==> config.mk <==
export PLATFORM = sky130hd
export DESIGN_NAME = tcw_ctrl
export DESIGN_NICKNAME = d
export VERILOG_FILES = /design/src/rtl/core/tcw_pkg.sv /design/src/rtl/core/tcw_ctrl.sv
export SDC_FILE = /design/constraint.sdc
export NUM_CORES = 1
export LEC_CHECK = 0
export BUFFER_PORTS_ARGS = -buffer_cell sky130_fd_sc_hd__buf_4
export CAP_MARGIN = 10
export CELL_PAD_IN_SITES_DETAIL_PLACEMENT = 0
export CELL_PAD_IN_SITES_GLOBAL_PLACEMENT = 2
export CORE_ASPECT_RATIO = 0.8
export CORE_MARGIN = 5
export CORE_UTILIZATION = 35
export DETAILED_ROUTE_END_ITERATION = 8
export HOLD_SLACK_MARGIN = 0.03
export PLACE_DENSITY = 0.82
export SLEW_MARGIN = 25
export SYNTH_ARGS = -nofsm -noshare
export SYNTH_HDL_FRONTEND = slang
export SYNTH_SLANG_ARGS = --single-unit
==> constraint.sdc <==
create_clock -name clk -period 5.3 [get_ports clk]
set_input_delay 1.325 -clock clk [delete_from_list [all_inputs] [get_ports clk]]
set_output_delay 1.325 -clock clk [all_outputs]
set_load 0.02 [all_outputs]
==> src/rtl/core/tcw_pkg.sv <==
// Shared types and constants of the text console writer.
// No dependencies; used by every module of the block.
`default_nettype none

package tcw_pkg;

  localparam int COLUMNS = 80;
  localparam int ROWS    = 25;
  localparam int CELLS   = COLUMNS * ROWS;

  // Field widths fixed by the interface.
  localparam int COL_W  = 7;
  localparam int ROW_W  = 5;
  localparam int POS_W  = 11;
  localparam int BYTE_W = 8;
  localparam int CELL_W = 2 * BYTE_W;
  localparam int ACT_W  = 2;

  localparam int IN_TDATA_W  = 24;
  localparam int OUT_TDATA_W = 40;

  localparam logic [BYTE_W-1:0] BLANK_CHAR    = 8'h20;
  localparam logic [BYTE_W-1:0] NEWLINE_CHAR  = 8'h0A;
  localparam logic [BYTE_W-1:0] RETURN_CHAR   = 8'h0D;
  localparam logic [BYTE_W-1:0] RST_DEF_ATTR  = 8'd7;
  localparam logic [BYTE_W-1:0] RST_ESC_CODE  = 8'd27;

  localparam logic [ACT_W-1:0] ACT_PUT   = 2'd0;
  localparam logic [ACT_W-1:0] ACT_CLEAR = 2'd1;
  localparam logic [ACT_W-1:0] ACT_READ  = 2'd2;

  localparam logic REG_DEFAULT_ATTR = 1'b0;
  localparam logic REG_ESCAPE_CODE  = 1'b1;

  typedef struct packed {
    logic [BYTE_W-1:0] default_attr;
    logic [BYTE_W-1:0] escape_code;
  } tcw_cfg_t;

  typedef struct packed {
    logic [POS_W-1:0]  cell_index;
    logic [BYTE_W-1:0] char_byte;
    logic [ACT_W-1:0]  action;
  } tcw_item_t;

  // Packed so that the last field, cursor_col, lands in the lowest bits.
  typedef struct packed {
    logic              attr_pending;
    logic [BYTE_W-1:0] read_attr;
    logic [BYTE_W-1:0] read_char;
    logic [POS_W-1:0]  cursor_pos;
    logic [ROW_W-1:0]  cursor_row;
    logic [COL_W-1:0]  cursor_col;
  } tcw_res_t;

  typedef struct packed {
    logic              we;
    logic [POS_W-1:0]  waddr;
    logic [CELL_W-1:0] wdata;
    logic [POS_W-1:0]  raddr;
  } tcw_mem_req_t;

endpackage

`default_nettype wire

==> src/rtl/core/tcw_ctrl.sv <==
// Sequencer of the text console writer: cursor state, escape handling and the
// shared sweep counter that drives clear, scroll and the reset pass. Depends on tcw_pkg.
`default_nettype none

module tcw_ctrl (
  input  wire logic                     clk,
  input  wire logic                     rst_n,
  input  wire tcw_pkg::tcw_cfg_t        cfg,
  input  wire logic                     in_valid,
  output logic                          in_ready,
  input  wire tcw_pkg::tcw_item_t       in_item,
  output logic                          res_valid,
  input  wire logic                     res_ready,
  output tcw_pkg::tcw_res_t             res,
  output tcw_pkg::tcw_mem_req_t         mem_req,
  input  wire logic [tcw_pkg::CELL_W-1:0] mem_rdata
);
  import tcw_pkg::*;

  localparam logic [POS_W-1:0] LAST_CELL   = POS_W'(CELLS - 1);
  localparam logic [POS_W-1:0] SHIFT_CELLS = POS_W'(CELLS - COLUMNS);
  localparam logic [POS_W-1:0] NUM_CELLS   = POS_W'(CELLS);
  localparam logic [POS_W-1:0] ROW_STRIDE  = POS_W'(COLUMNS);
  localparam logic [COL_W-1:0] COL_LAST    = COL_W'(COLUMNS - 1);
  localparam logic [ROW_W-1:0] ROW_LAST    = ROW_W'(ROWS - 1);

  typedef enum logic [6:0] {
    ST_INIT   = 7'b0000001,
    ST_IDLE   = 7'b0000010,
    ST_EXEC   = 7'b0000100,
    ST_RDWAIT = 7'b0001000,
    ST_SCROLL = 7'b0010000,
    ST_FILL   = 7'b0100000,
    ST_DONE   = 7'b1000000
  } tcw_state_t;

  tcw_state_t        state_r, state_nxt;
  logic [COL_W-1:0]  col_r, col_nxt;
  logic [ROW_W-1:0]  row_r, row_nxt;
  logic [POS_W-1:0]  pos_r, pos_nxt;
  logic [BYTE_W-1:0] attr_r, attr_nxt;
  logic              esc_r, esc_nxt;
  logic [POS_W-1:0]  cnt_r, cnt_nxt;
  logic [BYTE_W-1:0] fill_attr_r, fill_attr_nxt;
  tcw_item_t         item_r, item_nxt;
  logic [BYTE_W-1:0] rchar_r, rchar_nxt;
  logic [BYTE_W-1:0] rattr_r, rattr_nxt;
  logic              newline;

  always_comb begin
    state_nxt     = state_r;
    col_nxt       = col_r;
    row_nxt       = row_r;
    pos_nxt       = pos_r;
    attr_nxt      = attr_r;
    esc_nxt       = esc_r;
    cnt_nxt       = cnt_r;
    fill_attr_nxt = fill_attr_r;
    item_nxt      = item_r;
    rchar_nxt     = rchar_r;
    rattr_nxt     = rattr_r;
    newline       = 1'b0;
    mem_req       = '0;

    case (state_r)
      ST_INIT, ST_FILL: begin
        mem_req.we    = 1'b1;
        mem_req.waddr = cnt_r;
        mem_req.wdata = {fill_attr_r, BLANK_CHAR};
        if (cnt_r == LAST_CELL) begin
          state_nxt = (state_r == ST_INIT) ? ST_IDLE : ST_DONE;
        end else begin
          cnt_nxt = cnt_r + POS_W'(1);
        end
      end
      ST_IDLE: begin
        if (in_valid) begin
          item_nxt  = in_item;
          state_nxt = ST_EXEC;
        end
      end
      ST_EXEC: begin
        rchar_nxt = '0;
        rattr_nxt = '0;
        state_nxt = ST_DONE;
        case (item_r.action)
          ACT_PUT: begin
            if (esc_r) begin
              esc_nxt  = 1'b0;
              attr_nxt = item_r.char_byte;
            end else if (item_r.char_byte == cfg.escape_code) begin
              esc_nxt = 1'b1;
            end else if (item_r.char_byte inside {NEWLINE_CHAR, RETURN_CHAR}) begin
              newline = 1'b1;
            end else begin
              mem_req.we    = 1'b1;
              mem_req.waddr = pos_r;
              mem_req.wdata = {attr_r, item_r.char_byte};
              if (col_r == COL_LAST) begin
                newline = 1'b1;
              end else begin
                col_nxt = col_r + COL_W'(1);
                pos_nxt = pos_r + POS_W'(1);
              end
            end
          end
          ACT_CLEAR: begin
            col_nxt       = '0;
            row_nxt       = '0;
            pos_nxt       = '0;
            cnt_nxt       = '0;
            fill_attr_nxt = cfg.default_attr;
            state_nxt     = ST_FILL;
          end
          ACT_READ: begin
            if (item_r.cell_index < NUM_CELLS) begin
              mem_req.raddr = item_r.cell_index;
              state_nxt     = ST_RDWAIT;
            end
          end
          default: begin
          end
        endcase
        if (newline) begin
          col_nxt = '0;
          if (row_r == ROW_LAST) begin
            // Bottom row: the cursor stays on it and the screen moves up.
            pos_nxt       = SHIFT_CELLS;
            cnt_nxt       = '0;
            fill_attr_nxt = cfg.default_attr;
            state_nxt     = ST_SCROLL;
          end else begin
            row_nxt = row_r + ROW_W'(1);
            pos_nxt = pos_r - POS_W'(col_r) + ROW_STRIDE;
          end
        end
      end
      ST_RDWAIT: begin
        rchar_nxt = mem_rdata[BYTE_W-1:0];
        rattr_nxt = mem_rdata[CELL_W-1:BYTE_W];
        state_nxt = ST_DONE;
      end
      ST_SCROLL: begin
        // Read one row ahead and write the word read in the previous cycle.
        if (cnt_r < SHIFT_CELLS) begin
          mem_req.raddr = cnt_r + ROW_STRIDE;
        end
        if (cnt_r != '0) begin
          mem_req.we    = 1'b1;
          mem_req.waddr = cnt_r - POS_W'(1);
          mem_req.wdata = mem_rdata;
        end
        if (cnt_r == SHIFT_CELLS) begin
          state_nxt = ST_FILL;
        end else begin
          cnt_nxt = cnt_r + POS_W'(1);
        end
      end
      ST_DONE: begin
        if (res_ready) begin
          state_nxt = ST_IDLE;
        end
      end
      default: begin
        state_nxt = ST_IDLE;
      end
    endcase
  end

  always_ff @(posedge clk) begin
    if (!rst_n) begin
      state_r     <= ST_INIT;
      col_r       <= '0;
      row_r       <= '0;
      pos_r       <= '0;
      attr_r      <= RST_DEF_ATTR;
      esc_r       <= 1'b0;
      cnt_r       <= '0;
      fill_attr_r <= RST_DEF_ATTR;
    end else begin
      state_r     <= state_nxt;
      col_r       <= col_nxt;
      row_r       <= row_nxt;
      pos_r       <= pos_nxt;
      attr_r      <= attr_nxt;
      esc_r       <= esc_nxt;
      cnt_r       <= cnt_nxt;
      fill_attr_r <= fill_attr_nxt;
    end
  end

  always_ff @(posedge clk) begin
    item_r  <= item_nxt;
    rchar_r <= rchar_nxt;
    rattr_r <= rattr_nxt;
  end

  assign in_ready  = (state_r == ST_IDLE);
  assign res_valid = (state_r == ST_DONE);

  always_comb begin
    res.cursor_col   = col_r;
    res.cursor_row   = row_r;
    res.cursor_pos   = pos_r;
    res.read_char    = rchar_r;
    res.read_attr    = rattr_r;
    res.attr_pending = esc_r;
  end

endmodule

`default_nettype wire

## After elaboration in Yosys (flattened, before gate mapping)

Cells that the tools add are included.

- Divide/modulo/power cells: 0
- Reductions and logical operators: 13
- Multiply operators: 0
- Bitwise operators: 0
- $lt $le $gt $ge: 2
- Shift-type cells: 0
- Equal/unequal tests: 26
- $add $sub $neg: 8
- Muxes and demuxes: 55

Operators with widths:

| cell | count |
|---|---|
| two-way mux 11 bit | 14 |
| two-way mux 28 bit | 5 |
| two-way mux 7 bit | 13 |
| one-hot mux 28 bit (3 select lines) | 1 |
| one-hot mux 11 bit (2 select lines) | 2 |
| one-hot mux 7 bit (6 select lines) | 1 |
| one-hot mux 11 bit (3 select lines) | 1 |
| one-hot mux 8 bit (2 select lines) | 2 |
| one-hot mux 7 bit (2 select lines) | 2 |
| two-way mux 8 bit | 3 |
| adder 11 x 1 -> 11 bit (second input constant) | 2 |
| adder 11 x 7 -> 11 bit (second input constant) | 2 |
| == test 11 bit (second input constant) | 2 |
| < comparator 11 bit (second input constant) | 2 |
| == test 8 x 4 -> 1 bit (second input constant) | 2 |
| two-way mux 5 bit | 3 |
| == test 7 bit (second input constant) | 2 |
| inequality test 3 bit (second input constant) | 4 |
| nonzero test 11 bit | 1 |
| subtractor 11 x 1 -> 11 bit (second input constant) | 1 |
| subtractor 11 x 7 -> 11 bit | 1 |
| inequality test 2 bit (second input constant) | 5 |
| == test 8 bit | 1 |
| two-way mux 1 bit | 8 |
| 20 further kinds | 24 |

- Bits in latches: 0
- Memories: 0
- Register bits: 95
- ROM bits: 0
- Word-level logic and storage cells: 117
- Output and inout bits: 81
- RAM bits: 0
- Input port bits: 57

## Logic depth before layout (Yosys ltp)

Gate-level depths: netlist of run 1.

- Word-level depth: 9
- Depth in mapped cells: 11
- Mapped depth without buffers: 11

## Least setup slack after synthesis of run 1

No wires, ideal clock.

- Path kind: input to output
- Start: in cfg[4] in the netlist's numbering
- End: out mem_req[19] in the netlist's numbering
- Cell stages on the path: 8
- Required time: 3.975 ns
- Path buffers: 2
- Arrival: 2.746 ns
- Path slack: 1.229 ns
- Cells stage by stage: xnor2_1 -> and4_1 -> a21oi_4 -> and2_1 -> buf_6 -> buf_8 -> a222oi_1 -> inv_1

RTL lines:

| element | line | source |
|---|---|---|
| start: declaration | tcw_ctrl.sv:8 | `input wire tcw_pkg::tcw_cfg_t cfg,` |
| end: declaration | tcw_ctrl.sv:15 | `output tcw_pkg::tcw_mem_req_t mem_req,` |

==> metrics, run 1 <==
max-slew violation count 0; Critical Path Fanout Max 24; top cells by count, synth nand2_1 (70), dfxtp_1 (58), nor2_1 (47), o21ai_0 (47), inv_1 (39); Mapped Cells 696; crit path to mem_req[31]; Clock Sinks 95; compound-gate portion of the synthesized area 21.06%; nature of the critical path endpoint output port; pin count of the biggest net entering global routing 37; Seq/Total Area, Yosys 37.31%; FF-to-FF Start state_r[6]$_SDFFE_PN0P_; nets 892; clock group share of total power 32.8%; Yosys reg bits 95; critical path data arrival time 3230 ps; GRT Total Usage 20.02%; Seq pwr share 38.6%; Synth Area in Simple Gates 22.17%; Reg2Reg Depth 7; hold crit path type flip-flop to flip-flop; Die W 157.5 µm; period utilization about 86%; Syn Area/Cell 8.749 µm²; Rows 43; Initial Util 35.37%; hold_buf cts 0; Yosys Warn Count 0; ANT cells 0; combinational share of power 28.6%; Post-Syn Area between 6000 and 7000 µm²; Synth Flop Type dfxtp_1; Pleak between 3 and 4 nW; fin crit period 4559 ps; Final ANT Viol Nets 0; Avg Vias per Cell 5.607; CTS buffer count 9; crit path kind flip-flop to output port; proportion of synthesized area in mux cells 1.829%; NetSw 0.7273 mW; full die area 20150 µm²; number of enable flip-flop cells after synthesis 37; final hold slack approximately 470 ps; final RePlAce weighted congestion 0.9021; CTS tree built; CP startpoint state_r[4]$_SDFFE_PN0P_; most common cell in the netlist nand2_1; reg2reg end cnt_r[10]$_SDFFE_PN0P_; type of origin of the critical path flip-flop; post-synthesis adder-cell area fraction 6.698%; status finished, final reports clean; Power per Cell Area 287.0 nW/µm²; Synth area leader dfxtp_1; core area approximately 17000 µm²; Layout Skew 8.184 ps; hold path cells 2; Area growth syn-to-layout 23.69%; Post-DP HPWL 15470 µm; initial drt markers approximately 390; top post-synthesis cells by area dfxtp_1 (19%), edfxtp_1 (18%), ha_1 (6.4%); Power, Total 2.161 mW; main combinational cell family by area after synthesis simple AND/OR/NAND/NOR gates; final hold violations 0; io pins 138; Via Count 5792; RSZ-0062 raised after global routing no; Synth async-reset ratio 0%; post-synth top area share 19.07%; Worst VDD drop 0.0001592 V; drt drc 0; vias in the first global route 5593; drt total wl 20460 µm; post-CTS setup buffers 0; layout cells sized above 1 23.39%; clock root cell clkbuf_16; global route total overflow 0; port bufs 137; max_slew headroom about a third; Die Ht 128.0 µm; post-CTS sizing 0; Clock Latency Late Sink 350 ps; Synthesized Nets 785; setup violators final 0; worst path required time approximately 4000 ps; clock slew at reported path FFs ~70 ps; fmax 219.3 MHz; reg2reg setup slack 2100 ps; internal power between 1 and 1.5 mW; first-pass GRT wire length 31620 µm; Final TNS setup 0 ps; CTS H-tree lvls 3; switching share of power 33.65%; Slew @ Worst Pin between 1000 and 1500 ps; Clock Tree Buf Depth 2; Detailed Routing Iterations Pass 1 5; Synth Area in XOR/XNOR under 10%; number of max-cap violations 0; synth unique cells 77; initial antenna violation count 0; routed len/inst 19.81 µm
==> layer usage <==
| layer | vias up | global-route usage [%] | part of all wire [%] |
|---|---|---|---|
| met2 | 170 | 32.18 | 46 |
| met5 | - | 0 | 0 |
| li1 | 2773 | - | - |
| met1 | 2828 | 28.41 | 48 |
| met4 | 0 | 4.148 | 1.2 |
| met3 | 21 | 3.442 | 5.3 |
==> state kept, by name (all words and copies together) (netlist names) <==
name	flops
esc_r	1
state_r	7
fill_attr_r	8
rattr_r	8
pos_r	11
row_r	5
attr_r	8
item_r	21
rchar_r	8
col_r	7
cnt_r	11
==> stage by stage <==
step	instances	cell area, µm²	utilization, %	worst slack, ps
2_1_floorplan	696	6090	-	1229
3_3_place_gp	1017	7203	41.84	884.9
3_5_place_dp	1017	7213	41.90	852.5
4_1_cts	1033	7532	43.75	762.6
5_1_grt	1033	7532	43.75	563.7
6_report	1033	7532	43.75	740.9
==> cells by family after synthesis <==
kind of cell | Yosys count
xor gates and xnor gates | 30
and+or+nand+nor | 260
AOI/OAI and AO/OA | 180
adders and majority gates | 32
buffers and inverters | 88
DFF | 95
muxes | 11
==> critical path, stage by stage (launching register included) <==
cell       delay, ps
dfxtp_1          550
or4b_1           560
nor2_1           300
and2_1           860
a21oi_1          150
a2bb2oi_1        170
o31ai_1          100
buf_4            200
==> worst min path at each step <==
stage / end / start
global route: attr_r[3]$_SDFFE_PN0P_ / attr_r[3]$_SDFFE_PN0P_
global placement: attr_r[4]$_SDFFE_PN0P_ / attr_r[4]$_SDFFE_PN0P_
floorplan: attr_r[3]$_SDFFE_PN0P_ / attr_r[3]$_SDFFE_PN0P_
CTS: attr_r[4]$_SDFFE_PN0P_ / attr_r[4]$_SDFFE_PN0P_
finish: attr_r[4]$_SDFFE_PN0P_ / attr_r[4]$_SDFFE_PN0P_
detailed placement: attr_r[4]$_SDFFE_PN0P_ / attr_r[4]$_SDFFE_PN0P_
==> layout make-up <==
class | count | area (µm²)
tap | 225 | 281.5
clock inverter | 7 | 93.84
clock buffer | 9 | 225.2
fill | 1729 | 9684
sequential | 95 | 2272
timing repair buffer | 144 | 1081
multi-input combinational | 513 | 3428
inverter | 40 | 150.1
==> cells in the final DEF, fill, tap and decap left out, drive strengths merged, types with 6 or more instances in the layout <==
| master | synthesis | final |
|---|---|---|
| nand4 | 9 | 9 |
| a211oi | 6 | 6 |
| a21o | 7 | 7 |
| ha | 31 | 31 |
| buf | 21 | 144 |
| nor2 | 47 | 47 |
| and2 | 21 | 21 |
| xnor2 | 19 | 19 |
| o21ai | 47 | 47 |
| nor4 | 8 | 8 |
| mux2i | 10 | 10 |
| a31oi | 14 | 14 |
| nor3 | 28 | 28 |
| edfxtp | 37 | 37 |
| a21oi | 35 | 35 |
| inv | 39 | 41 |
| nand3 | 27 | 27 |
| a22o | 10 | 10 |
| a222oi | 8 | 8 |
| clkbuf | 27 | 9 |
| xor2 | 11 | 11 |
| and3 | 10 | 10 |
| o31ai | 7 | 7 |
| nand2 | 70 | 70 |
| o211ai | 7 | 7 |
| or3 | 7 | 7 |
| dfxtp | 58 | 58 |
| nor3b | 7 | 7 |
==> power by group through the flow <==
stage	logic [mW]	clock network, mW	registers (mW)
floorplan	0.424	0	0.820
global placement	0.609	0	0.848
detailed placement	0.618	0	0.850
CTS	0.620	0.728	0.833
global route	0.673	0.757	0.840
finish	0.617	0.710	0.834
(Power assumes the default switching activity.)
==> inputs of run 2 (changes only) <==
PLACE_DENSITY = default   (was 0.82)
PLACE_DENSITY_LB_ADDON = 0.2   (was default)
SKIP_CTS_REPAIR_TIMING = 1   (was default)
==> run 2 against run 1 <==
Compared with the run above: wire length up 0.43%; core utilization hardly changed; worst hold slack better by 9.4 ps; register-to-register slack got worse by 120 ps; clock skew rose by 2.1 ps; critical path depth up 1; global-route usage shrank 0.23 points.
==> metrics, run 2 (synthesis gave the netlist of run 1 again) <==
critical path data arrival time 3170 ps (-60 ps); combinational share of power 29.1% (+0.5 points); drt total wl 20550 µm (+0.43%); drt drc 0 (unchanged); final RePlAce weighted congestion 0.8547 (-5.3%); initial drt markers 390 (+0.52%); Final ANT Viol Nets 0 (unchanged); reg2reg setup slack 1980 ps (-120 ps); hold crit path type flip-flop to flip-flop; Area growth syn-to-layout 23.57% (about the same); Clock Sinks 95 (unchanged); fmax 222.6 MHz (+1.5%); RSZ-0062 raised after global routing no; number of max-cap violations 0 (unchanged); Via Count 5831 (+0.67%); ANT cells 0 (unchanged); Clock Latency Late Sink 350 ps (about the same); commonest non-fill, non-tap cells in the layout buf_4 (147), nand2_1 (70), dfxtp_1 (58); layout cells sized above 1 23.43% (+0.037 points); initial antenna violation count 0 (unchanged); vias in the first global route 5524 (-1.2%); Inst Count DP 1020 (+0.29%); first-pass GRT wire length 31180 µm (-1.4%); Critical Path Fanout Max 13 (-46%); Seq pwr share 39.0% (+0.4 points); GRT Total Usage 19.79% (-0.23 points); max FFs per register 21 (unchanged); Avg Vias per Cell 5.628 (+0.38%); Layout Skew 10.32 ps (+2.136 ps); status finished, final reports clean; clock group share of total power 31.9% (-0.9 points); CP startpoint cfg[6]; Detailed Routing Iterations Pass 1 5 (unchanged); Die Ht 128.0 µm (unchanged); io pins 138 (unchanged); CTS H-tree lvls 3 (unchanged); final hold violations 0 (unchanged); met1 Resource Use GR 27.76% (-0.65 points); Initial Util 35.37% (unchanged); Worst VDD drop 0.0001867 V (+17%); routed len/inst 19.84 µm (+0.14%); global-route track usage on met3 4.961% (+1.5 points); Post-DP HPWL 15420 µm (-0.33%); max-slew violation count 0 (unchanged); type of origin of the critical path input port; clock root cell clkbuf_16; CTS tree built; Clock Tree Buf Depth 2 (unchanged); max_slew headroom 34.83% (+2.6 points); reg2reg end cnt_r[10]$_SDFFE_PN0P_; Slew @ Worst Pin 973.9 ps (-42.04 ps); global route total overflow 0 (unchanged); Power, Total 2.133 mW (-1.3%); commonest non-fill, non-tap cell in the layout buf_4; CTS buffer count 9 (unchanged); post-route insts no fill 1036 (+0.29%); setup violators final 0 (unchanged); clock slew at reported path FFs 70 ps (about the same); crit path to mem_req[38]; core area 17220 µm² (unchanged); Pleak 3.170 nW (+0.35%); port bufs 137 (unchanged); Largest regs item_r (21), cnt_r (11), pos_r (11); switching share of power 34.63% (+0.98 points); Reg2Reg Depth 7 (unchanged); pin count of the biggest net entering global routing 37 (unchanged); FF-to-FF Start state_r[6]$_SDFFE_PN0P_; fin crit period 4492 ps (-66.91 ps); period utilization 84.76% (-1.3 points); Biggest register item_r; worst path required time 3970 ps (about the same); M2 GR Usage 30.75% (-1.4 points); nets 895 (+0.34%); NetSw 0.7386 mW (+1.6%); FILL cells 1738 (+0.52%); internal power 1.394 mW (-2.8%); GRT busiest layer met2; nature of the critical path endpoint output port; Power per Cell Area 283.5 nW/µm² (-1.2%); crit path kind input port to output port; full die area 20150 µm² (unchanged); Die W 157.5 µm (unchanged); Rows 43 (unchanged); Final TNS setup 0 ps (unchanged)
## run 2: cell types whose count changed in the layout (fill, tap and decap cells not counted), sizes merged
cell,delta
buf,+3
inv,+2
bufinv,-1
clkbuf,+1
clkinv,-1
clkinvlp,-1
## run 2: worst min-delay path by stage
stage | endpoint | slack, ps | start | depth (start not counted)
2_1_floorplan | attr_r[3]$_SDFFE_PN0P_ | 440 | attr_r[3]$_SDFFE_PN0P_ | 2
3_3_place_gp | attr_r[5]$_SDFFE_PN0P_ | 460 | attr_r[5]$_SDFFE_PN0P_ | 2
3_5_place_dp | attr_r[6]$_SDFFE_PN0P_ | 470 | attr_r[6]$_SDFFE_PN0P_ | 2
4_1_cts | attr_r[6]$_SDFFE_PN0P_ | 480 | attr_r[6]$_SDFFE_PN0P_ | 2
5_1_grt | attr_r[7]$_SDFFE_PN0P_ | 500 | attr_r[7]$_SDFFE_PN0P_ | 2
6_report | attr_r[5]$_SDFFE_PN0P_ | 480 | attr_r[5]$_SDFFE_PN0P_ | 2
## run 2: critical path: stages
cell and delay (ps):
buf_4 110, xnor2_1 170, and4_1 370, a21oi_4 140, and2_1 200, buf_4 190, or3_2 480, buf_4 170
## run 2: layout make-up
cell class              instances  area (µm²)  share of cell area, %
clock inverters                 6       73.82                 0.9810
flip-flops and latches         95        2272                  30.20
inverters                      40       150.1                  1.995
well taps                     225       281.5                  3.741
multi-input cells             513        3415                  45.38
clock buffers                  10       229.0                  3.043
repair buffers                147        1104                  14.67
## run 2: power groups by stage
stage | Clock, mW | Sequential, mW | Combinational (mW)
after floorplan | 0 | 0.820 | 0.424
after global placement | 0 | 0.847 | 0.609
after detailed placement | 0 | 0.848 | 0.617
after CTS | 0.694 | 0.832 | 0.619
after global routing | 0.721 | 0.838 | 0.672
final | 0.680 | 0.833 | 0.621
## run 2: per-stage QoR
step	hold slack, ps	cell area, µm²	utilization (%)	worst slack, ps
final	481.3	7525	43.71	807.8
after global routing	502.2	7525	43.71	668.1
after CTS	482.3	7525	43.71	796.2
after detailed placement	472.0	7222	41.95	815.7
after global placement	458.1	7222	41.95	859.9
after floorplan	436.0	6090	-	1229
## run 2: layer usage
metal | vias to the layer above | part of all wire [%]
li1 | 2792 | -
met1 | 2816 | 47
met2 | 205 | 44
met3 | 18 | 7.6
met4 | 0 | 1.4
met5 | - | 0
